File: src/design/mrs_pkg.sv
package mrs_pkg;

  // Width of the saturating tick counter and of the timed-phase registers.
  localparam int unsigned TickBits = 16;
  localparam int unsigned TimeW    = 16;
  localparam int unsigned DutyW    = 7;
  localparam int unsigned CfgIdxW  = 3;
  localparam int unsigned CfgDataW = 16;

  localparam logic [TickBits-1:0] TickMax  = {TickBits{1'b1}};
  localparam logic [DutyW-1:0]    MaxDuty  = 7'd100;
  localparam logic [DutyW-1:0]    SpeedInc = 7'd5;

  // Reset values of the configuration registers.
  localparam logic [9:0]       BrakeTicksRst  = 10'd10;
  localparam logic [DutyW-1:0] RampStepRst    = 7'd5;
  localparam logic [TimeW-1:0] HomFwdTicksRst = 16'd50;
  localparam logic [TimeW-1:0] ClnRev1Rst     = 16'd50;
  localparam logic [TimeW-1:0] ClnRev2Rst     = 16'd150;
  localparam logic [TimeW-1:0] ClnFwd2Rst     = 16'd20;
  localparam logic [3:0]       RetryLimitRst  = 4'd1;
  localparam logic [DutyW-1:0] InitSpeedRst   = 7'd50;

  // Limit switch groups that end a phase.
  localparam logic [3:0] HitsHome = 4'h5;
  localparam logic [3:0] HitsDump = 4'hA;

  typedef enum logic [CfgIdxW-1:0] {
    CFG_BRAKE_TICKS = 3'd0,
    CFG_RAMP_STEP   = 3'd1,
    CFG_HOM_FWD     = 3'd2,
    CFG_CLN_REV1    = 3'd3,
    CFG_CLN_REV2    = 3'd4,
    CFG_CLN_FWD2    = 3'd5,
    CFG_RETRY_LIMIT = 3'd6,
    CFG_INIT_SPEED  = 3'd7
  } cfg_idx_e;

  typedef enum logic [3:0] {
    CMD_NONE   = 4'd0,
    CMD_FWD    = 4'd1,
    CMD_REV    = 4'd2,
    CMD_BRAKE  = 4'd3,
    CMD_COAST  = 4'd4,
    CMD_HOME   = 4'd5,
    CMD_CLEAN  = 4'd6,
    CMD_STOP   = 4'd7,
    CMD_FASTER = 4'd8,
    CMD_SLOWER = 4'd9
  } cmd_e;

  typedef enum logic [1:0] {
    BR_COAST = 2'd0,
    BR_BRAKE = 2'd1,
    BR_FWD   = 2'd2,
    BR_REV   = 2'd3
  } bridge_e;

  // Motor phase machine, one-hot.
  typedef enum logic [6:0] {
    MP_IDLE   = 7'b0000001,
    MP_FWD    = 7'b0000010,
    MP_REV    = 7'b0000100,
    MP_FWD_ST = 7'b0001000,
    MP_REV_ST = 7'b0010000,
    MP_BRAKE  = 7'b0100000,
    MP_COAST  = 7'b1000000
  } mp_e;

  // Action sequencer, one-hot.
  typedef enum logic [6:0] {
    AP_IDLE     = 7'b0000001,
    AP_STOP     = 7'b0000010,
    AP_HOM_REV  = 7'b0000100,
    AP_HOM_FWD  = 7'b0001000,
    AP_CLN_FWD  = 7'b0010000,
    AP_CLN_REV  = 7'b0100000,
    AP_CLN_FWD2 = 7'b1000000
  } ap_e;

  // Reported code of a motor phase.
  function automatic logic [2:0] mp_code(input mp_e ph);
    logic [2:0] c;
    case (ph)
      MP_IDLE:   c = 3'd0;
      MP_FWD:    c = 3'd1;
      MP_REV:    c = 3'd2;
      MP_FWD_ST: c = 3'd3;
      MP_REV_ST: c = 3'd4;
      MP_BRAKE:  c = 3'd5;
      MP_COAST:  c = 3'd6;
      default:   c = 3'd0;
    endcase
    return c;
  endfunction

  // Reported code of an action phase.
  function automatic logic [2:0] ap_code(input ap_e ph);
    logic [2:0] c;
    case (ph)
      AP_IDLE:     c = 3'd0;
      AP_STOP:     c = 3'd1;
      AP_HOM_REV:  c = 3'd2;
      AP_HOM_FWD:  c = 3'd3;
      AP_CLN_FWD:  c = 3'd4;
      AP_CLN_REV:  c = 3'd5;
      AP_CLN_FWD2: c = 3'd6;
      default:     c = 3'd0;
    endcase
    return c;
  endfunction

endpackage

File: src/design/mrs_if.sv
// Tick channel: one command and the limit switch hits per transfer.
interface mrs_in_if;
  logic                     valid;
  logic                     ready;
  logic [3:0]               cmd;
  logic [3:0]               limit_hits;

  modport source (output valid, cmd, limit_hits, input ready);
  modport sink   (input valid, cmd, limit_hits, output ready);
endinterface

// Result channel: bridge drive and phase status after each tick.
interface mrs_out_if;
  logic                       valid;
  logic                       ready;
  logic [1:0]                 bridge_mode;
  logic [mrs_pkg::DutyW-1:0]  duty;
  logic [2:0]                 motor_phase;
  logic [2:0]                 action_phase;
  logic                       busy_res;
  logic                       rejected;

  modport source (output valid, bridge_mode, duty, motor_phase, action_phase, busy_res,
                  rejected, input ready);
  modport sink   (input valid, bridge_mode, duty, motor_phase, action_phase, busy_res,
                  rejected, output ready);
endinterface

File: src/design/motor_ramp_sequencer.sv
// Motor ramp sequencer: H-bridge phase machine with a homing/cleaning action sequencer.
//
// in_i carries one control tick per transfer (cmd, limit_hits). For every accepted
// tick exactly one result transfer appears on out_o, with the bridge mode, the
// applied duty and the phase codes after that tick, plus the busy and rejected flags.
// The configuration port writes register cfg_idx_i with cfg_data_i at any edge with
// cfg_we_i high; the user must use it only while no tick is in flight (not enforced).
//
// A tick and its result pass through registers: the tick waits in the input
// register, and the whole tick update is one combinational pass into the
// state and result registers. Throughput is one tick per cycle while out_o takes results.
// A result waiting on a stalled receiver holds in the output register while the
// input register still takes one more tick; further ticks stall on in_i.ready.
//
// Reset (rst_ni low, asynchronous) clears both stages, returns the motor to idle
// with the bridge coasting, the action sequencer to idle, and loads all
// configuration registers with their defaults; target speed starts at 50.
module motor_ramp_sequencer (
  input  logic                           clk_i,
  input  logic                           rst_ni,
  input  logic                           cfg_we_i,
  input  logic [mrs_pkg::CfgIdxW-1:0]    cfg_idx_i,
  input  logic [mrs_pkg::CfgDataW-1:0]   cfg_data_i,
  mrs_in_if.sink                         in_i,
  mrs_out_if.source                      out_o
);

  // Configuration registers.
  logic [9:0]                      brake_ticks_q;
  logic [mrs_pkg::DutyW-1:0]       ramp_step_q;
  logic [mrs_pkg::TimeW-1:0]       hom_fwd_q, cln_rev1_q, cln_rev2_q, cln_fwd2_q;
  logic [3:0]                      retry_limit_q;

  // Input stage.
  logic                            in_valid_q;
  logic [3:0]                      in_cmd_q;
  logic [3:0]                      in_hits_q;

  // Machine state.
  mrs_pkg::mp_e                    mp_q, mp_d;
  mrs_pkg::ap_e                    ap_q, ap_d;
  mrs_pkg::mp_e                    pend_q, pend_d;
  mrs_pkg::bridge_e                br_q, br_d;
  logic [mrs_pkg::TickBits-1:0]    tick_q, tick_d;
  logic [mrs_pkg::DutyW-1:0]       duty_q, duty_d;
  logic [mrs_pkg::DutyW-1:0]       tgt_q, tgt_d;
  logic [3:0]                      retry_q, retry_d;
  logic                            rej_d;

  // Output stage.
  logic                            out_valid_q;
  logic [1:0]                      out_br_q;
  logic [mrs_pkg::DutyW-1:0]       out_duty_q;
  logic [2:0]                      out_mp_q, out_ap_q;
  logic                            out_busy_q, out_rej_q;

  logic                            fire;
  logic [mrs_pkg::DutyW-1:0]       init_clamped;

  // Handshake: the update pass runs when the output register is free or draining.
  assign fire        = in_valid_q && (!out_valid_q || out_o.ready);
  assign in_i.ready  = !in_valid_q || fire;

  assign init_clamped = (cfg_data_i[mrs_pkg::DutyW-1:0] > mrs_pkg::MaxDuty)
                        ? mrs_pkg::MaxDuty : cfg_data_i[mrs_pkg::DutyW-1:0];

  // One tick of the action sequencer and motor phase machine.
  always_comb begin
    logic                          go_home, go_clean, stop;
    mrs_pkg::mp_e                  nxt;
    logic [mrs_pkg::DutyW:0]       tsum, dsum, tpls;
    logic [mrs_pkg::DutyW-1:0]     step;
    logic                          fwd, starting, reached;
    logic [31:0]                   tick_w;

    go_home  = 1'b0;
    go_clean = 1'b0;
    stop     = 1'b0;
    rej_d    = 1'b0;
    reached  = 1'b0;
    pend_d   = pend_q;
    tgt_d    = tgt_q;
    ap_d     = ap_q;
    mp_d     = mp_q;
    duty_d   = duty_q;
    br_d     = br_q;
    retry_d  = retry_q;
    tick_d   = (tick_q == mrs_pkg::TickMax) ? tick_q : tick_q + 1'b1;
    tick_w   = 32'(tick_d);
    tsum     = {1'b0, tgt_q} + {1'b0, mrs_pkg::SpeedInc};

    // Command decode; unknown codes do nothing.
    case (in_cmd_q)
      mrs_pkg::CMD_FWD:   pend_d = mrs_pkg::MP_FWD;
      mrs_pkg::CMD_REV:   pend_d = mrs_pkg::MP_REV;
      mrs_pkg::CMD_BRAKE: pend_d = mrs_pkg::MP_BRAKE;
      mrs_pkg::CMD_COAST: pend_d = mrs_pkg::MP_COAST;
      mrs_pkg::CMD_HOME: begin
        if (ap_q != mrs_pkg::AP_IDLE) rej_d = 1'b1;
        else go_home = 1'b1;
      end
      mrs_pkg::CMD_CLEAN: begin
        if (ap_q != mrs_pkg::AP_IDLE) rej_d = 1'b1;
        else go_clean = 1'b1;
      end
      mrs_pkg::CMD_STOP: stop = 1'b1;
      mrs_pkg::CMD_FASTER, mrs_pkg::CMD_SLOWER: begin
        if (in_cmd_q == mrs_pkg::CMD_FASTER) begin
          tgt_d = (tsum > {1'b0, mrs_pkg::MaxDuty}) ? mrs_pkg::MaxDuty
                                                    : tsum[mrs_pkg::DutyW-1:0];
        end else begin
          tgt_d = (tgt_q >= mrs_pkg::SpeedInc) ? tgt_q - mrs_pkg::SpeedInc : '0;
        end
        if (mp_q == mrs_pkg::MP_FWD) pend_d = mrs_pkg::MP_FWD_ST;
        else if (mp_q == mrs_pkg::MP_REV) pend_d = mrs_pkg::MP_REV_ST;
      end
      default: ;
    endcase

    // Action sequencer.
    nxt = pend_d;
    if (stop) begin
      ap_d = mrs_pkg::AP_STOP;
      nxt  = mrs_pkg::MP_COAST;
    end
    case (ap_d)
      mrs_pkg::AP_IDLE: begin
        if (go_home) begin
          ap_d   = mrs_pkg::AP_HOM_REV;
          pend_d = mrs_pkg::MP_REV;
          nxt    = mrs_pkg::MP_REV;
        end
        if (go_clean) begin
          ap_d    = mrs_pkg::AP_CLN_FWD;
          retry_d = '0;
          pend_d  = mrs_pkg::MP_FWD;
          nxt     = mrs_pkg::MP_FWD;
        end
      end
      mrs_pkg::AP_HOM_REV: begin
        if ((in_hits_q & mrs_pkg::HitsHome) != '0) begin
          ap_d   = mrs_pkg::AP_HOM_FWD;
          pend_d = mrs_pkg::MP_FWD;
          nxt    = mrs_pkg::MP_FWD;
        end
      end
      mrs_pkg::AP_HOM_FWD: begin
        if (mp_q == mrs_pkg::MP_FWD && tick_w >= 32'(hom_fwd_q)) begin
          ap_d = mrs_pkg::AP_STOP;
          nxt  = mrs_pkg::MP_COAST;
        end
      end
      mrs_pkg::AP_CLN_FWD: begin
        if ((in_hits_q & mrs_pkg::HitsDump) != '0) begin
          ap_d   = mrs_pkg::AP_CLN_REV;
          pend_d = mrs_pkg::MP_REV;
          nxt    = mrs_pkg::MP_REV;
        end
      end
      mrs_pkg::AP_CLN_REV: begin
        if (retry_q < retry_limit_q) begin
          if (mp_q == mrs_pkg::MP_REV && tick_w >= 32'(cln_rev1_q)) begin
            ap_d    = mrs_pkg::AP_CLN_FWD;
            pend_d  = mrs_pkg::MP_FWD;
            nxt     = mrs_pkg::MP_FWD;
            retry_d = retry_q + 1'b1;
          end
        end else if ((mp_q == mrs_pkg::MP_REV && tick_w >= 32'(cln_rev2_q)) ||
                     ((in_hits_q & mrs_pkg::HitsHome) != '0)) begin
          ap_d    = mrs_pkg::AP_CLN_FWD2;
          pend_d  = mrs_pkg::MP_FWD;
          nxt     = mrs_pkg::MP_FWD;
          retry_d = '0;
        end
      end
      mrs_pkg::AP_CLN_FWD2: begin
        if (mp_q == mrs_pkg::MP_FWD && tick_w >= 32'(cln_fwd2_q)) begin
          ap_d = mrs_pkg::AP_STOP;
          nxt  = mrs_pkg::MP_COAST;
        end
      end
      mrs_pkg::AP_STOP: begin
        if (mp_q == mrs_pkg::MP_IDLE) begin
          ap_d = mrs_pkg::AP_IDLE;
          nxt  = mrs_pkg::MP_IDLE;
        end
      end
      default: ;
    endcase

    // Soft-start ramp toward the target; a zero step counts as one.
    step = (ramp_step_q == '0) ? 7'd1 : ramp_step_q;
    tpls = {1'b0, tgt_d} + {1'b0, step};
    dsum = {1'b0, duty_q} + {1'b0, step};
    fwd      = (mp_q == mrs_pkg::MP_FWD_ST) || (mp_q == mrs_pkg::MP_FWD);
    starting = (mp_q == mrs_pkg::MP_FWD_ST) || (mp_q == mrs_pkg::MP_REV_ST);

    // Motor phase machine.
    case (mp_q)
      mrs_pkg::MP_IDLE: begin
        if (nxt == mrs_pkg::MP_FWD || nxt == mrs_pkg::MP_REV) begin
          duty_d = '0;
          tick_d = '0;
          mp_d   = (nxt == mrs_pkg::MP_FWD) ? mrs_pkg::MP_FWD_ST : mrs_pkg::MP_REV_ST;
          br_d   = (nxt == mrs_pkg::MP_FWD) ? mrs_pkg::BR_FWD : mrs_pkg::BR_REV;
        end
        pend_d = mrs_pkg::MP_IDLE;
      end
      mrs_pkg::MP_FWD_ST, mrs_pkg::MP_REV_ST, mrs_pkg::MP_FWD, mrs_pkg::MP_REV: begin
        if (nxt == mrs_pkg::MP_BRAKE) begin
          mp_d   = mrs_pkg::MP_BRAKE;
          br_d   = mrs_pkg::BR_BRAKE;
          tick_d = '0;
          pend_d = mrs_pkg::MP_IDLE;
        end else if (nxt == mrs_pkg::MP_COAST) begin
          mp_d   = mrs_pkg::MP_COAST;
          br_d   = mrs_pkg::BR_COAST;
          tick_d = '0;
          pend_d = mrs_pkg::MP_IDLE;
        end else if (nxt == (fwd ? mrs_pkg::MP_REV : mrs_pkg::MP_FWD)) begin
          // Direction change: coast first, keep the new direction pending.
          mp_d   = mrs_pkg::MP_COAST;
          br_d   = mrs_pkg::BR_COAST;
          tick_d = '0;
        end else if (starting) begin
          if ({1'b0, duty_q} > tpls) begin
            duty_d = duty_q - step;
          end else if (dsum < {1'b0, tgt_d}) begin
            duty_d = dsum[mrs_pkg::DutyW-1:0];
          end else begin
            duty_d  = tgt_d;
            reached = 1'b1;
          end
          if (reached) mp_d = fwd ? mrs_pkg::MP_FWD : mrs_pkg::MP_REV;
          pend_d = mrs_pkg::MP_IDLE;
        end else begin
          if (nxt == (fwd ? mrs_pkg::MP_FWD_ST : mrs_pkg::MP_REV_ST)) mp_d = nxt;
          pend_d = mrs_pkg::MP_IDLE;
        end
      end
      mrs_pkg::MP_BRAKE, mrs_pkg::MP_COAST: begin
        if (tick_w >= 32'(brake_ticks_q)) begin
          mp_d   = mrs_pkg::MP_IDLE;
          br_d   = mrs_pkg::BR_COAST;
          tick_d = '0;
        end
      end
      default: ;
    endcase
  end

  // Configuration registers; the initial speed only loads the target.
  always_ff @(posedge clk_i or negedge rst_ni) begin
    if (!rst_ni) begin
      brake_ticks_q <= mrs_pkg::BrakeTicksRst;
      ramp_step_q   <= mrs_pkg::RampStepRst;
      hom_fwd_q     <= mrs_pkg::HomFwdTicksRst;
      cln_rev1_q    <= mrs_pkg::ClnRev1Rst;
      cln_rev2_q    <= mrs_pkg::ClnRev2Rst;
      cln_fwd2_q    <= mrs_pkg::ClnFwd2Rst;
      retry_limit_q <= mrs_pkg::RetryLimitRst;
    end else if (cfg_we_i) begin
      case (cfg_idx_i)
        mrs_pkg::CFG_BRAKE_TICKS: brake_ticks_q <= cfg_data_i[9:0];
        mrs_pkg::CFG_RAMP_STEP:   ramp_step_q   <= cfg_data_i[mrs_pkg::DutyW-1:0];
        mrs_pkg::CFG_HOM_FWD:     hom_fwd_q     <= cfg_data_i;
        mrs_pkg::CFG_CLN_REV1:    cln_rev1_q    <= cfg_data_i;
        mrs_pkg::CFG_CLN_REV2:    cln_rev2_q    <= cfg_data_i;
        mrs_pkg::CFG_CLN_FWD2:    cln_fwd2_q    <= cfg_data_i;
        mrs_pkg::CFG_RETRY_LIMIT: retry_limit_q <= cfg_data_i[3:0];
        default: ;
      endcase
    end
  end

  // Input register.
  always_ff @(posedge clk_i or negedge rst_ni) begin
    if (!rst_ni) begin
      in_valid_q <= 1'b0;
    end else if (in_i.valid && in_i.ready) begin
      in_valid_q <= 1'b1;
    end else if (fire) begin
      in_valid_q <= 1'b0;
    end
  end

  always_ff @(posedge clk_i) begin
    if (in_i.valid && in_i.ready) begin
      in_cmd_q  <= in_i.cmd;
      in_hits_q <= in_i.limit_hits;
    end
  end

  // Machine state; a write of the initial speed also loads the target.
  always_ff @(posedge clk_i or negedge rst_ni) begin
    if (!rst_ni) begin
      mp_q    <= mrs_pkg::MP_IDLE;
      ap_q    <= mrs_pkg::AP_IDLE;
      pend_q  <= mrs_pkg::MP_IDLE;
      br_q    <= mrs_pkg::BR_COAST;
      tick_q  <= '0;
      duty_q  <= '0;
      tgt_q   <= mrs_pkg::InitSpeedRst;
      retry_q <= '0;
    end else begin
      if (fire) begin
        mp_q    <= mp_d;
        ap_q    <= ap_d;
        pend_q  <= pend_d;
        br_q    <= br_d;
        tick_q  <= tick_d;
        duty_q  <= duty_d;
        tgt_q   <= tgt_d;
        retry_q <= retry_d;
      end
      if (cfg_we_i && cfg_idx_i == mrs_pkg::CFG_INIT_SPEED) begin
        tgt_q <= init_clamped;
      end
    end
  end

  // Output register.
  always_ff @(posedge clk_i or negedge rst_ni) begin
    if (!rst_ni) begin
      out_valid_q <= 1'b0;
    end else if (fire) begin
      out_valid_q <= 1'b1;
    end else if (out_o.ready) begin
      out_valid_q <= 1'b0;
    end
  end

  always_ff @(posedge clk_i) begin
    if (fire) begin
      out_br_q   <= br_d;
      out_duty_q <= (br_d == mrs_pkg::BR_FWD || br_d == mrs_pkg::BR_REV) ? duty_d : '0;
      out_mp_q   <= mrs_pkg::mp_code(mp_d);
      out_ap_q   <= mrs_pkg::ap_code(ap_d);
      out_busy_q <= (ap_d != mrs_pkg::AP_IDLE);
      out_rej_q  <= rej_d;
    end
  end

  assign out_o.valid        = out_valid_q;
  assign out_o.bridge_mode  = out_br_q;
  assign out_o.duty         = out_duty_q;
  assign out_o.motor_phase  = out_mp_q;
  assign out_o.action_phase = out_ap_q;
  assign out_o.busy_res     = out_busy_q;
  assign out_o.rejected     = out_rej_q;

`ifndef SYNTHESIS
  // The phase registers stay one-hot.
  assert property (@(posedge clk_i) disable iff (!rst_ni) $onehot(mp_q) && $onehot(ap_q))
    else $error("phase register lost its one-hot code");

  // A tick held in the input register is not dropped while the output stalls.
  assert property (@(posedge clk_i) disable iff (!rst_ni)
    in_valid_q && !fire |=> in_valid_q && $stable(in_cmd_q) && $stable(in_hits_q))
    else $error("stalled tick was lost");

  // Drive duty is reported only while the bridge drives.
  assert property (@(posedge clk_i) disable iff (!rst_ni)
    out_valid_q && out_duty_q != '0 |->
      (out_br_q == mrs_pkg::BR_FWD || out_br_q == mrs_pkg::BR_REV))
    else $error("nonzero duty while braking or coasting");

  // Busy follows the reported action phase.
  assert property (@(posedge clk_i) disable iff (!rst_ni)
    out_valid_q |-> out_busy_q == (out_ap_q != mrs_pkg::ap_code(mrs_pkg::AP_IDLE)))
    else $error("busy flag disagrees with action phase");
`endif

endmodule
File: src/flat_wrapper.sv
// flat-port wrapper written by rule: the top's interface ports become plain ports
module motor_ramp_sequencer_flat 
  (clk_i, rst_ni, cfg_we_i, cfg_idx_i, cfg_data_i, in_i_valid, in_i_cmd, in_i_limit_hits, in_i_ready, out_o_valid, out_o_bridge_mode, out_o_duty, out_o_motor_phase, out_o_action_phase, out_o_busy_res, out_o_rejected, out_o_ready);
  mrs_in_if in_i_i ();
  mrs_out_if out_o_i ();
  input  logic clk_i;
  input  logic rst_ni;
  input  logic cfg_we_i;
  input  logic [mrs_pkg::CfgIdxW-1:0] cfg_idx_i;
  input  logic [mrs_pkg::CfgDataW-1:0] cfg_data_i;
  input wire logic [$bits(in_i_i.valid)-1:0] in_i_valid;
  input wire logic [$bits(in_i_i.cmd)-1:0] in_i_cmd;
  input wire logic [$bits(in_i_i.limit_hits)-1:0] in_i_limit_hits;
  output wire logic [$bits(in_i_i.ready)-1:0] in_i_ready;
  output wire logic [$bits(out_o_i.valid)-1:0] out_o_valid;
  output wire logic [$bits(out_o_i.bridge_mode)-1:0] out_o_bridge_mode;
  output wire logic [$bits(out_o_i.duty)-1:0] out_o_duty;
  output wire logic [$bits(out_o_i.motor_phase)-1:0] out_o_motor_phase;
  output wire logic [$bits(out_o_i.action_phase)-1:0] out_o_action_phase;
  output wire logic [$bits(out_o_i.busy_res)-1:0] out_o_busy_res;
  output wire logic [$bits(out_o_i.rejected)-1:0] out_o_rejected;
  input wire logic [$bits(out_o_i.ready)-1:0] out_o_ready;
  assign in_i_i.valid = in_i_valid;
  assign in_i_i.cmd = in_i_cmd;
  assign in_i_i.limit_hits = in_i_limit_hits;
  assign in_i_ready = in_i_i.ready;
  assign out_o_valid = out_o_i.valid;
  assign out_o_bridge_mode = out_o_i.bridge_mode;
  assign out_o_duty = out_o_i.duty;
  assign out_o_motor_phase = out_o_i.motor_phase;
  assign out_o_action_phase = out_o_i.action_phase;
  assign out_o_busy_res = out_o_i.busy_res;
  assign out_o_rejected = out_o_i.rejected;
  assign out_o_i.ready = out_o_ready;
  motor_ramp_sequencer u_core (.clk_i(clk_i), .rst_ni(rst_ni), .cfg_we_i(cfg_we_i), .cfg_idx_i(cfg_idx_i), .cfg_data_i(cfg_data_i), .in_i(in_i_i), .out_o(out_o_i));
endmodule
File: config.mk
export PLATFORM = sky130hd
export DESIGN_NAME = motor_ramp_sequencer_flat
export DESIGN_NICKNAME = d
export VERILOG_FILES = /design/src/design/mrs_pkg.sv /design/src/design/mrs_if.sv /design/src/design/motor_ramp_sequencer.sv /design/src/flat_wrapper.sv
export SDC_FILE = /design/constraint.sdc
export NUM_CORES = 1
export LEC_CHECK = 0
export BUFFER_PORTS_ARGS = -buffer_cell sky130_fd_sc_hd__buf_2
export CORE_ASPECT_RATIO = 1.4
export CORE_MARGIN = 2
export CORE_UTILIZATION = 45
export CTS_CLUSTER_DIAMETER = 100
export CTS_CLUSTER_SIZE = 40
export DETAILED_ROUTE_END_ITERATION = 10
export HOLD_SLACK_MARGIN = 0.08
export PLACE_DENSITY_LB_ADDON = 0.08
export SLEW_MARGIN = 20
export SYNTH_ARGS = -nofsm -noshare
export SYNTH_HDL_FRONTEND = slang
export SYNTH_SLANG_ARGS = --single-unit
File: constraint.sdc
create_clock -name clk_i -period 6.2 [get_ports clk_i]
set_input_delay 0.62 -clock clk_i [delete_from_list [all_inputs] [get_ports clk_i]]
set_output_delay 0.62 -clock clk_i [all_outputs]
set_load 0.005 [all_outputs]
; After elaboration in Yosys (flattened, before gate mapping)
; Index checks and enable logic that the tools add are counted.
[word_totals]
elab_cells = 240
output_inout_bits = 19
reg_bits = 169
inputBits = 32
[op_classes]
n_reduce_logical = 36
add_sub_neg = 7
order_cmp = 11
n_mux = 105
n_eq_ne = 56
[op_table]
columns = cell, n
row1 = 2-to-1 mux 7 bit, 57
row2 = one-hot mux 7 bit (7 select lines), 2
row3 = 2-to-1 mux 16 bit, 6
row4 = >= comparator 16 bit, 4
row5 = one-hot mux 16 bit (3 select lines), 1
row6 = one-hot mux 3 bit (6 select lines), 2
row7 = equality test 7 x 2 -> 1 bit (second input constant), 5
row8 = equality test 7 x 3 -> 1 bit (second input constant), 5
row9 = equality test 7 x 6 -> 1 bit (second input constant), 5
row10 = equality test 7 bit (second input constant), 5
row11 = one-hot mux 7 bit (5 select lines), 1
row12 = equality test 7 x 4 -> 1 bit (second input constant), 4
row13 = equality test 7 x 5 -> 1 bit (second input constant), 4
row14 = one-hot mux 7 bit (2 select lines), 2
row15 = one-hot mux 7 bit (4 select lines), 1
row16 = one-hot mux 7 bit (3 select lines), 1
row17 = 2-to-1 mux 1 bit, 17
row18 = adder 16 x 1 -> 16 bit (second input constant), 1
row19 = adder 7 x 7 -> 8 bit, 2
row20 = equality test 16 bit (second input constant), 1
row21 = equality test 4 x 3 -> 1 bit (second input constant), 4
row22 = >= comparator 16 x 10 -> 1 bit, 1
row23 = 2-to-1 mux 4 bit, 4
row24 = equality test 7 x 1 -> 1 bit (second input constant), 2
row25 = 38 further kinds, 78

; Logic depth before layout (Yosys ltp)
; Gate-level depths: netlist of run 1.
[depth]
ltp_word = 21
ltp_mapped = 31
ltp_nobuf = 30

; Worst setup path after synthesis of run 1
; OpenSTA, ideal clock, no wires.
[synth_timing]
path_type = reg2reg
startpoint = register u_core.tgt_q[1] in the netlist's numbering
endpoint = register u_core.out_mp_q[2], in the netlist u_core.out_o.motor_phase[2], data pin
setup_ps = 167
setup_slack_ps = 524
synth_period_minus_slack_ps = 5676
arrival_time_ps = 5509
t_required_ps = 6033
path_stages_with_launch = 28
n_path_buf = 0
cell_sequence = dfstp_2 ha_1 o2111ai_1 xnor2_1 and4b_1 or2_2 a311oi_1 nor2_1 a2111oi_0 o21ai_0 inv_1 ha_1 o21ai_0 nand2b_1 a21o_1 a21oi_1 xor2_1 ha_1 nand4_1 nor2_1 a2111oi_0 o21ai_0 a21o_1 and3_1 a2111oi_0 a21oi_2 xnor2_1 a211oi_1
[synth_between]
elab_chain_len = 21
elab_cells_between_ends = 31
classes_between = 3 x add/sub / 4 x order compare / 6 x eq/ne / 18 x mux
[synth_rtl]
columns = element, line
row1 = "start, declared", motor_ramp_sequencer.sv:46  ; logic [mrs_pkg::DutyW-1:0] tgt_q, tgt_d;
row2 = "start signal, assigned", motor_ramp_sequencer.sv:303  ; tgt_q <= mrs_pkg::InitSpeedRst;
row3 = "start signal, assigned", motor_ramp_sequencer.sv:313  ; tgt_q <= tgt_d;
row4 = "start signal, assigned", motor_ramp_sequencer.sv:317  ; tgt_q <= init_clamped;
row5 = adder 7 x 3 -> 8 bit, motor_ramp_sequencer.sv:90  ; tsum = {1'b0, tgt_q} + {1'b0, mrs_pkg::SpeedInc};
row6 = > comparator 8 x 7 -> 1 bit, motor_ramp_sequencer.sv:109  ; tgt_d = (tsum > {1'b0, mrs_pkg::MaxDuty}) ? mrs_pkg::MaxDuty
row7 = 2-to-1 mux 7 bit, motor_ramp_sequencer.sv:109
row8 = 2-to-1 mux 7 bit, motor_ramp_sequencer.sv:108  ; if (in_cmd_q == mrs_pkg::CMD_FASTER) begin
row9 = 2-to-1 mux 7 bit *, motor_ramp_sequencer.sv:93  ; case (in_cmd_q)
row10 = adder 7 x 7 -> 8 bit or < comparator 8 x 7 -> 1 bit (tied branches), "motor_ramp_sequencer.sv:193, motor_ramp_sequencer.sv:228"
row11 = > comparator 7 x 8 -> 1 bit or 2-to-1 mux 1 bit (tied branches), "motor_ramp_sequencer.sv:226, motor_ramp_sequencer.sv:228"
row12 = 2-to-1 mux 1 bit *, motor_ramp_sequencer.sv:226  ; if ({1'b0, duty_q} > tpls) begin
row13 = [5 not listed], --
row14 = 2-to-1 mux 7 bit *, motor_ramp_sequencer.sv:234  ; if (reached) mp_d = fwd ? mrs_pkg::MP_FWD : mrs_pkg::MP_REV;
row15 = 2-to-1 mux 7 bit *, motor_ramp_sequencer.sv:225  ; end else if (starting) begin
row16 = 2-to-1 mux 7 bit *, motor_ramp_sequencer.sv:220  ; end else if (nxt == (fwd ? mrs_pkg::MP_REV : mrs_pkg::MP_FWD)) begin
row17 = 2-to-1 mux 7 bit *, motor_ramp_sequencer.sv:215  ; end else if (nxt == mrs_pkg::MP_COAST) begin
row18 = 2-to-1 mux 7 bit *, motor_ramp_sequencer.sv:210  ; if (nxt == mrs_pkg::MP_BRAKE) begin
row19 = one-hot mux 7 bit (3 select lines) *, motor_ramp_sequencer.sv:199  ; case (mp_q)
row20 = "equality test 7 bit, or another cell as far along", mrs_pkg.sv:84  ; case (ph)
row21 = one-hot mux 3 bit (6 select lines) *, mrs_pkg.sv:84
row22 = "end signal, assigned", motor_ramp_sequencer.sv:337  ; out_mp_q <= mrs_pkg::mp_code(mp_d);
row23 = "end, declared", motor_ramp_sequencer.sv:54  ; logic [2:0] out_mp_q, out_ap_q;
; Every way passes the cells marked *; elsewhere a longest branch is shown, timed or not. The select of a mux whose other input is x is not followed.
; A chain may end at the register's enable or synchronous reset.

; Worst setup path in the final report of run 1
[layout_timing]
startpoint = register u_core.tick_q[3] in the netlist's numbering
endpoint = register u_core.out_mp_q[0], in the netlist u_core.out_o.motor_phase[0], data pin
[layout_between]
elab_chain_len = 17
elab_cells_between_ends = 42
classes_between = 1 x add/sub / 5 x order compare / 13 x eq/ne / 17 x mux / 6 x reduce/logical
[layout_rtl]
columns = element, line
row1 = "start, declared", motor_ramp_sequencer.sv:44  ; logic [mrs_pkg::TickBits-1:0] tick_q, tick_d;
row2 = "start signal, assigned", motor_ramp_sequencer.sv:311  ; tick_q <= tick_d;
row3 = adder 16 x 1 -> 16 bit or equality test 16 bit (tied branches), motor_ramp_sequencer.sv:88  ; tick_d = (tick_q == mrs_pkg::TickMax) ? tick_q : tick_q + 1'b1;
row4 = 2-to-1 mux 16 bit *, motor_ramp_sequencer.sv:88
row5 = >= comparator 16 bit, motor_ramp_sequencer.sv:168  ; end else if ((mp_q == mrs_pkg::MP_REV && tick_w >= 32'(cln_rev2_q)) ||
row6 = logical AND 1 bit, motor_ramp_sequencer.sv:168
row7 = logical OR 1 bit, motor_ramp_sequencer.sv:168
row8 = 2-to-1 mux 7 bit, motor_ramp_sequencer.sv:168
row9 = 2-to-1 mux 7 bit, motor_ramp_sequencer.sv:161  ; if (retry_q < retry_limit_q) begin
row10 = one-hot mux 7 bit (7 select lines), motor_ramp_sequencer.sv:126  ; case (ap_d)
row11 = equality test 7 bit, motor_ramp_sequencer.sv:237  ; if (nxt == (fwd ? mrs_pkg::MP_FWD_ST : mrs_pkg::MP_REV_ST)) mp_d = nxt;
row12 = 2-to-1 mux 7 bit, motor_ramp_sequencer.sv:237
row13 = 2-to-1 mux 7 bit, motor_ramp_sequencer.sv:225
row14 = 2-to-1 mux 7 bit, motor_ramp_sequencer.sv:220
row15 = 2-to-1 mux 7 bit, motor_ramp_sequencer.sv:215
row16 = 2-to-1 mux 7 bit, motor_ramp_sequencer.sv:210
row17 = one-hot mux 7 bit (3 select lines) *, motor_ramp_sequencer.sv:199
row18 = "equality test 7 bit, or another cell as far along", mrs_pkg.sv:84
row19 = one-hot mux 3 bit (6 select lines) *, mrs_pkg.sv:84
; Every way passes the cells marked *; elsewhere a longest branch is shown, timed or not.

==> impl_results.md, run 1 <==
* Placed Cells at 1,787
* Maximum root-to-sink buffer count at 2
* Slew Viols, Final at 0
* Synthesis-to-layout area growth at 13.7%
* HP Class: in -> reg
* Most common cell in the netlist: nand2_1
* Post-route insts no fill at 1,832
* Synth Register Bits at 169
* ANT nets after route at 0
* Crit path cell chain: nand4_1, nor2_2, and4_4, nand2_1, or3_1, buf_4, mux2_2, ha_1, a2111oi_1, buf_4, o311ai_0, o211a_1, o31ai_1, nor2_2, a21oi_1, nor4_4, buf_4, a32o_1, a311oi_4, buf_4, xnor2_1, a211oi_2
* Total negative slack at 0 ns
* Die height at approximately 200 um
* DRC at 0
* GR Overflow Total at 0
* Yosys top cell by area: dfrtp_1
* Synth Area in Adders at 12.3%
* Ys flop type: dfrtp_1
* Synth area leaders: dfrtp_1 (25%), ha_1 (12%), edfxtp_1 (6.1%)
* Die width at 143 um
* Slew HR at 26.9%
* Minimum clock period at 5.92 ns
* Crit Path Class: reg -> reg
* Ratio of cells with drive above 1 in the final layout at between 10% and 20%
* Worst path required time at between 6 and 7 ns
* Drt first-iter violations at between 600 and 700
* Critical path arrival at about 6.1 ns
* WL per Instance at 19.1 um
* Simple-gate area share of the yosys netlist at 17.1%
* Leak pwr at roughly 0.0063 uW
* Top cell by count, worst path: buf_4
* Die ar. at 28,600 um2
* Mapped Cells at 1,392
* Final Skew at 0.00670 ns
* Worst-Margin Slew at between 1 and 1.5 ns
* Number of synthesized flops with an enable pin at 25
* CTS tree: built
* DPL Wire Length at roughly 26 mm
* Root Buffer: clkbuf_16
* # clock sinks at 169
* Synth top cells by count: nand2_1 (155), inv_1 (128), o21ai_0 (126)
* Buf+Inv Stages, Crit Path at 4
* CTS buffer count at 17
* Cell variety after synth at 87
* Synth warn at 0
* Status: complete, no violations
* Synth async-reset ratio at a little under nine tenths
* CP max stage delay at between 0.6 and 0.7 ns
* Skew-Pair Late Insertion Delay at roughly 0.44 ns
* Reg clk slew, reported paths at approximately 0.07 ns
* Synth Area in Compound Gates at between 20% and 30%
* Syn_nets at 1,543
* CP delay by family, top: compound AO/OA/AOI/OAI gates
* Period utilisation layout at 95.5%
* I/O pins at 51
* FMAX at 169 MHz
* Crit end category: flip-flop
* Antenna diodes at 0
* Startpoint types: flip-flop
* Slowest-stage cell, CP: a2111oi_1
* Vias in the first global route at 10,322
* Nets@finish at 1,605
* Worst vdd ir at 0.198 mV
* Initial Utilization at 45.7%
* Power per cell area at ~330 nW/um2
* CP max FO at 8
* Final Power at 4660 uW
* Final hold vios at 0
* Initial antenna violation count at 0
* Via density at slightly below 6
* Max Cap Viol at 0
* Post-Syn Area per Cell at 8.80 um2
* Routed wire length at ~35 mm
* Final Hold Slack at 0.355 ns
* Largest net degree at the start of global routing at 69
* Cell Rows at 71
* I/O Buffers at 50
* Post-synthesis xor/xnor area fraction at 2.64%
* Vias at about 11,000
* H-Tree Depth at 4
* Yosys top cell area share at between 20% and 30%
* First-pass GRT wire length at 56.1 mm
* GRT Total Usage at 25.5%
* Finish-stage setup viols at 0
* Fill count at 2,598
* Mux contribution to synthesized area at 4.19%
* Cell area after synthesis at 12,300 um2
* Register area share after synthesis at 35.8%
* Combinational family with the most area after synthesis: compound AO/OA/AOI/OAI gates
* Core area at ~27,000 um2
* RePlAce Congestion at 0.949
* Drt first pass iters at 6
-- routing by layer --
metal	vias to the layer above	track usage (%)	routed length, um
li1	5127	-	-
met1	5107	29.9	14200
met2	247	46.2	18300
met3	79	3.35	1010
met4	0	11.1	1410
met5	-	0	0
-- logic make-up (layout without fill, tap and decap cells) --
| kind of cell | Yosys count | count (layout) |
|---|---|---|
| mux | 46 | 46 |
| xor+xnor | 37 | 37 |
| simple gates | 421 | 421 |
| fa+ha+maj | 119 | 119 |
| flops | 169 | 169 |
| compound gates | 401 | 401 |
| buf+inv | 199 | 274 |
-- flip-flops by register name, summed over array words and instances (netlist names), 2 cells and up --
signal / cells
u_core.cln_rev2_q: 16
u_core.ap_q: 7
u_core.out_o.action_phase: 3
u_core.cln_fwd2_q: 16
u_core.cln_rev1_q: 16
u_core.out_o.motor_phase: 3
u_core.pend_q: 7
u_core.tgt_q: 7
u_core.br_q: 2
u_core.duty_q: 7
u_core.in_cmd_q: 4
u_core.tick_q: 16
u_core.in_hits_q: 4
u_core.mp_q: 7
u_core.retry_q: 4
u_core.brake_ticks_q: 10
u_core.retry_limit_q: 4
u_core.out_o.duty: 7
u_core.hom_fwd_q: 16
u_core.out_o.bridge_mode: 2
u_core.ramp_step_q: 7
-- layout by cell type (no fill, tap or decap), types with 6 or more instances in the layout --
cell / instances
a31o_2: 6
nand2_1: 154
buf_4: 61
nor2b_1: 10
or3_1: 10
nand3_1: 19
a21o_1: 16
a211oi_1: 19
a31oi_1: 9
xor2_1: 9
nand4_1: 27
inv_1: 128
nor4_1: 8
nor2_1: 82
o31ai_1: 6
and3_1: 12
o2111ai_1: 6
dfrtp_1: 118
mux2_2: 41
ha_1: 115
nor3_1: 27
buf_2: 49
o21ai_0: 123
nand2b_1: 20
dfstp_2: 23
a21oi_1: 85
xnor2_1: 24
o21a_1: 15
o22ai_1: 15
edfxtp_1: 25
clkbuf_16: 18
a22o_1: 19
o211ai_1: 12
or2_2: 6
-- area by class of cell --
type	count	area, um2	share of cell area [%]
Inverter	129	484	3.47
Sequential cell	169	4390	31.5
Multi-Input combinational cell	1024	7270	52.1
Timing Repair Buffer	113	744	5.34
Clock buffer	19	464	3.33
Clock inverter	13	133	0.952
Tap cell	365	457	3.28
-- metrics by stage --
| stage | setup WS [ns] | util (%) | instance area [um2] |
|---|---|---|---|
| global placement | -0.00906 | 48.8 | 13100 |
| global route | -0.0677 | 51.9 | 13900 |
| finish | 0.279 | 51.9 | 13900 |
| detailed placement | -0.145 | 48.8 | 13100 |
| CTS | 0.00487 | 51.2 | 13700 |
| floorplan | 0.524 | - | 12300 |
-- report_power, final --
| part | switching [uW] | internal (uW) | total (uW) |
|---|---|---|---|
| sequential | 162 | 1340 | 1500 |
| clock | 495 | 600 | 1090 |
| combinational | 1180 | 884 | 2070 |
-- path summary, 6_finish.rpt --
check	start	endpoint	slack (ns)	depth (start not counted)
worst max register to register	u_core.tick_q[3]$_DFFE_PN0P_	u_core.out_o.motor_phase[0]$_DFFE_PP_	0.28	22
max in group asynchronous	rst_ni	u_core.duty_q[5]$_DFFE_PN0P_	4.47	3
worst max-delay path	u_core.tick_q[3]$_DFFE_PN0P_	u_core.out_o.motor_phase[0]$_DFFE_PP_	0.28	22
min in group asynchronous	rst_ni	u_core.cln_rev2_q[11]$_DFFE_PN0P_	0.65	2
worst min-delay path	in_i_cmd[3]	u_core.in_cmd_q[3]$_DFFE_PP_	0.35	1
worst min register to register	u_core.pend_q[0]$_DFFE_PN1P_	u_core.pend_q[0]$_DFFE_PN1P_	0.49	1
-- what timing repair did --
action	4_1_cts	5_1_grt
hold buffers	1	0
hold endpoints to repair	3	0
setup buffers	0	12
endpoints found under the setup margin	17	54
pin swaps	0	8
gates resized for setup	4	30
Power figures use the tool's default switching activity.
==> inputs of run 2 (changes only) <==
--- a/config.mk
+++ b/config.mk
@@ -6,14 +6,14 @@
 export NUM_CORES = 1
 export LEC_CHECK = 0
 export BUFFER_PORTS_ARGS = -buffer_cell sky130_fd_sc_hd__buf_2
-export CORE_ASPECT_RATIO = 1.4
 export CORE_MARGIN = 2
 export CORE_UTILIZATION = 45
+export CTS_BUF_LIST = sky130_fd_sc_hd__clkbuf_8 sky130_fd_sc_hd__clkbuf_16
 export CTS_CLUSTER_DIAMETER = 100
 export CTS_CLUSTER_SIZE = 40
 export DETAILED_ROUTE_END_ITERATION = 10
 export HOLD_SLACK_MARGIN = 0.08
-export PLACE_DENSITY_LB_ADDON = 0.08
+export PLACE_DENSITY = 0.62
 export SLEW_MARGIN = 20
 export SYNTH_ARGS = -nofsm -noshare
 export SYNTH_HDL_FRONTEND = slang
==> impl_results.md, run 2 (synthesis results as in run 1) <==
* Reg clk slew, reported paths at 0.08 ns (about the same)
* Root Buffer: clkbuf_16
* I/O pins at 51 (unchanged)
* Worst vdd ir at 0.210 mV (+6.3%)
* Post-route insts no fill at 1,794 (-2.1%)
* Vias at 10,311 (-2.4%)
* Final Power at 4600 uW (-1.3%)
* Buf+Inv Stages, Crit Path at 2 (-2)
* Pint at 2790 uW (-1.1%)
* Drt first pass iters at 7 (+1)
* Clock power frac at 23.8% (+0.3 points)
* Status: complete, no violations
* Max Cap Viol at 0 (unchanged)
* Placed Cells at 1,750 (-2.1%)
* Most common cell after layout, fill and taps aside: nand2_1
* Final Hold Slack at 0.307 ns (-0.0480 ns)
* Crit end category: flip-flop
* Slowest-stage cell, CP: or4_4
* DRC at 0 (unchanged)
* FMAX at 169 MHz (-0.21%)
* Initial antenna violation count at 1 (+1)
* CTS buffer count at 17 (unchanged)
* H-Tree Depth at 4 (unchanged)
* Drt first-iter violations at 668 (+9.2%)
* CP delay by family, top: simple AND/OR/NAND/NOR gates
* Leak pwr at 0.00622 uW (-1.3%)
* First-pass GRT wire length at 52.5 mm (-6.4%)
* Antenna diodes at 0 (unchanged)
* Critical path arrival at 6.23 ns (+0.13 ns)
* Ratio of cells with drive above 1 in the final layout at 17.5% (-1.1 points)
* Largest net degree at the start of global routing at 103 (+49%)
* Die width at 169 um (+18%)
* CP max stage delay at 0.57 ns (-0.07 ns)
* R2r setup slk at 0.27 ns (about the same)
* Maximum root-to-sink buffer count at 2 (unchanged)
* Power per cell area at 334 nW/um2 (about the same)
* Routed wire length at 32.7 mm (-6.5%)
* Sw Share at 39.4% (-0.11 points)
* WL per Instance at 18.2 um (-4.5%)
* RePlAce Congestion at 0.924 (-2.6%)
* Seq pwr share at 32.6% (+0.4 points)
* Slew HR at 28.4% (+1.5 points)
* Initial Utilization at 45.6% (-0.081 points)
* Vias in the first global route at 9,848 (-4.6%)
* Die ar. at 28,600 um2 (about the same)
* Skew-Pair Late Insertion Delay at 0.46 ns (+0.02 ns)
* Highest-count cells in the layout ignoring fill and taps: nand2_1 (153), inv_1 (129), o21ai_0 (122)
* Cell Rows at 60 (-15%)
* # clock sinks at 169 (unchanged)
* Worst-Margin Slew at 1.07 ns (-0.0217 ns)
* Nets@finish at 1,591 (-0.87%)
* Crit path cell chain: nand4_1, nor2_1, and4_4, nand2_1, or3_1, nand4_1, nor2_1, xor2_2, buf_4, ha_1, o21a_1, o211ai_1, a211o_1, o211ai_1, buf_4, a211oi_2, or4_4, a221oi_4, mux2_2, a22oi_4, nand2_2, a31o_2, a21oi_1
* Minimum clock period at 5.93 ns (+0.0123 ns)
* DPL Wire Length at 24.1 mm (-8.6%)
* Finish-stage setup viols at 0 (unchanged)
* Worst path required time at 6.49 ns (+0.11 ns)
* CTS tree: built
* Final hold vios at 0 (unchanged)
* Comb pwr share at 43.6% (-0.8 points)
* Via density at 5.75 (-0.29%)
* Crit Path Class: reg -> reg
* Die height at 169 um (-15%)
* I/O Buffers at 50 (unchanged)
* ANT nets after route at 0 (unchanged)
* Final Skew at 0.0200 ns (+0.0133 ns)
* GRT Total Usage at 23.3% (-2.2 points)
* Core area at 26,900 um2 (+0.18%)
* Synthesis-to-layout area growth at 12.3%
* GR Overflow Total at 0 (unchanged)
* HP Class: in -> async
* Startpoint types: flip-flop
* Period utilisation layout at 95.7% (+0.20 points)
* Total negative slack at 0 ns (unchanged)
* Net Sw Power at 1810 uW (-1.6%)
* Slew Viols, Final at 0 (unchanged)
* CP max FO at 9 (+1)
run 2: worst reg2reg max path, delay by kind of cell (launching register included):
kind | cells | cell delay, ns
AO/OA/AOI/OAI | 9 | 2.03
XOR/XNOR | 1 | 0.22
adder cells (fa/ha/maj) | 1 | 0.28
buffers and inverters | 2 | 0.32
flip-flops | 1 | 0.42
multiplexers | 1 | 0.43
AND/OR/NAND/NOR | 9 | 2.09
run 2: stage by stage:
stage | cell area (um2) | util, % | worst slack (ns)
finish | 13800 | 51.2 | 0.267
global route | 13800 | 51.2 | -0.0890
CTS | 13600 | 50.5 | 0.0247
detailed placement | 13000 | 48.2 | 0.0396
global placement | 13000 | 48.2 | 0.00941
floorplan | 12300 | - | 0.524
run 2: layer usage:
layer,global-route usage [%],share of wire (%)
met5,0,0
met1,30.9,46
met4,6.58,1.8
met2,39.5,48
met3,3.72,4.4
run 2: path summary, 6_finish.rpt:
path,from,end,cells after the start
max in group asynchronous,rst_ni,u_core.br_q[0]$_DFFE_PN0P_,2
min,rst_ni,u_core.brake_ticks_q[0]$_DFFE_PN0P_,1
max reg2reg,u_core.tick_q[5]$_DFFE_PN0P_,u_core.out_o.duty[0]$_SDFFCE_PN0P_,23
min in group clk_i,in_i_limit_hits[2],u_core.in_hits_q[2]$_DFFE_PP_,1
min reg2reg,u_core.cln_fwd2_q[2]$_DFFE_PN1P_,u_core.cln_fwd2_q[2]$_DFFE_PN1P_,2
max,u_core.tick_q[5]$_DFFE_PN0P_,u_core.out_o.duty[0]$_SDFFCE_PN0P_,23
run 2: area by class of cell:
class	count	area, um2
flip-flops and latches	169	4390
fillers	2526	13100
clock inverters	13	128
well taps	341	427
multi-input cells	1024	7250
inverters	129	484
repair buffers	99	628
clock buffers	19	464
run 2: timing repair:
item,CTS,global route
hold buffers,0,0
endpoints found under the hold margin,0,0
resized for setup,1,33
pin swaps,0,10
buffers inserted,0,12
setup endpoints to repair,1,50
run 2: power by group through the flow:
stage / combinational, uW / clock (uW) / sequential, uW
2_1_floorplan: 1460 / 0 / 1430
3_3_place_gp: 1900 / 0 / 1510
3_5_place_dp: 1930 / 0 / 1510
4_1_cts: 1950 / 1120 / 1490
5_1_grt: 2250 / 1170 / 1520
6_report: 2010 / 1100 / 1500
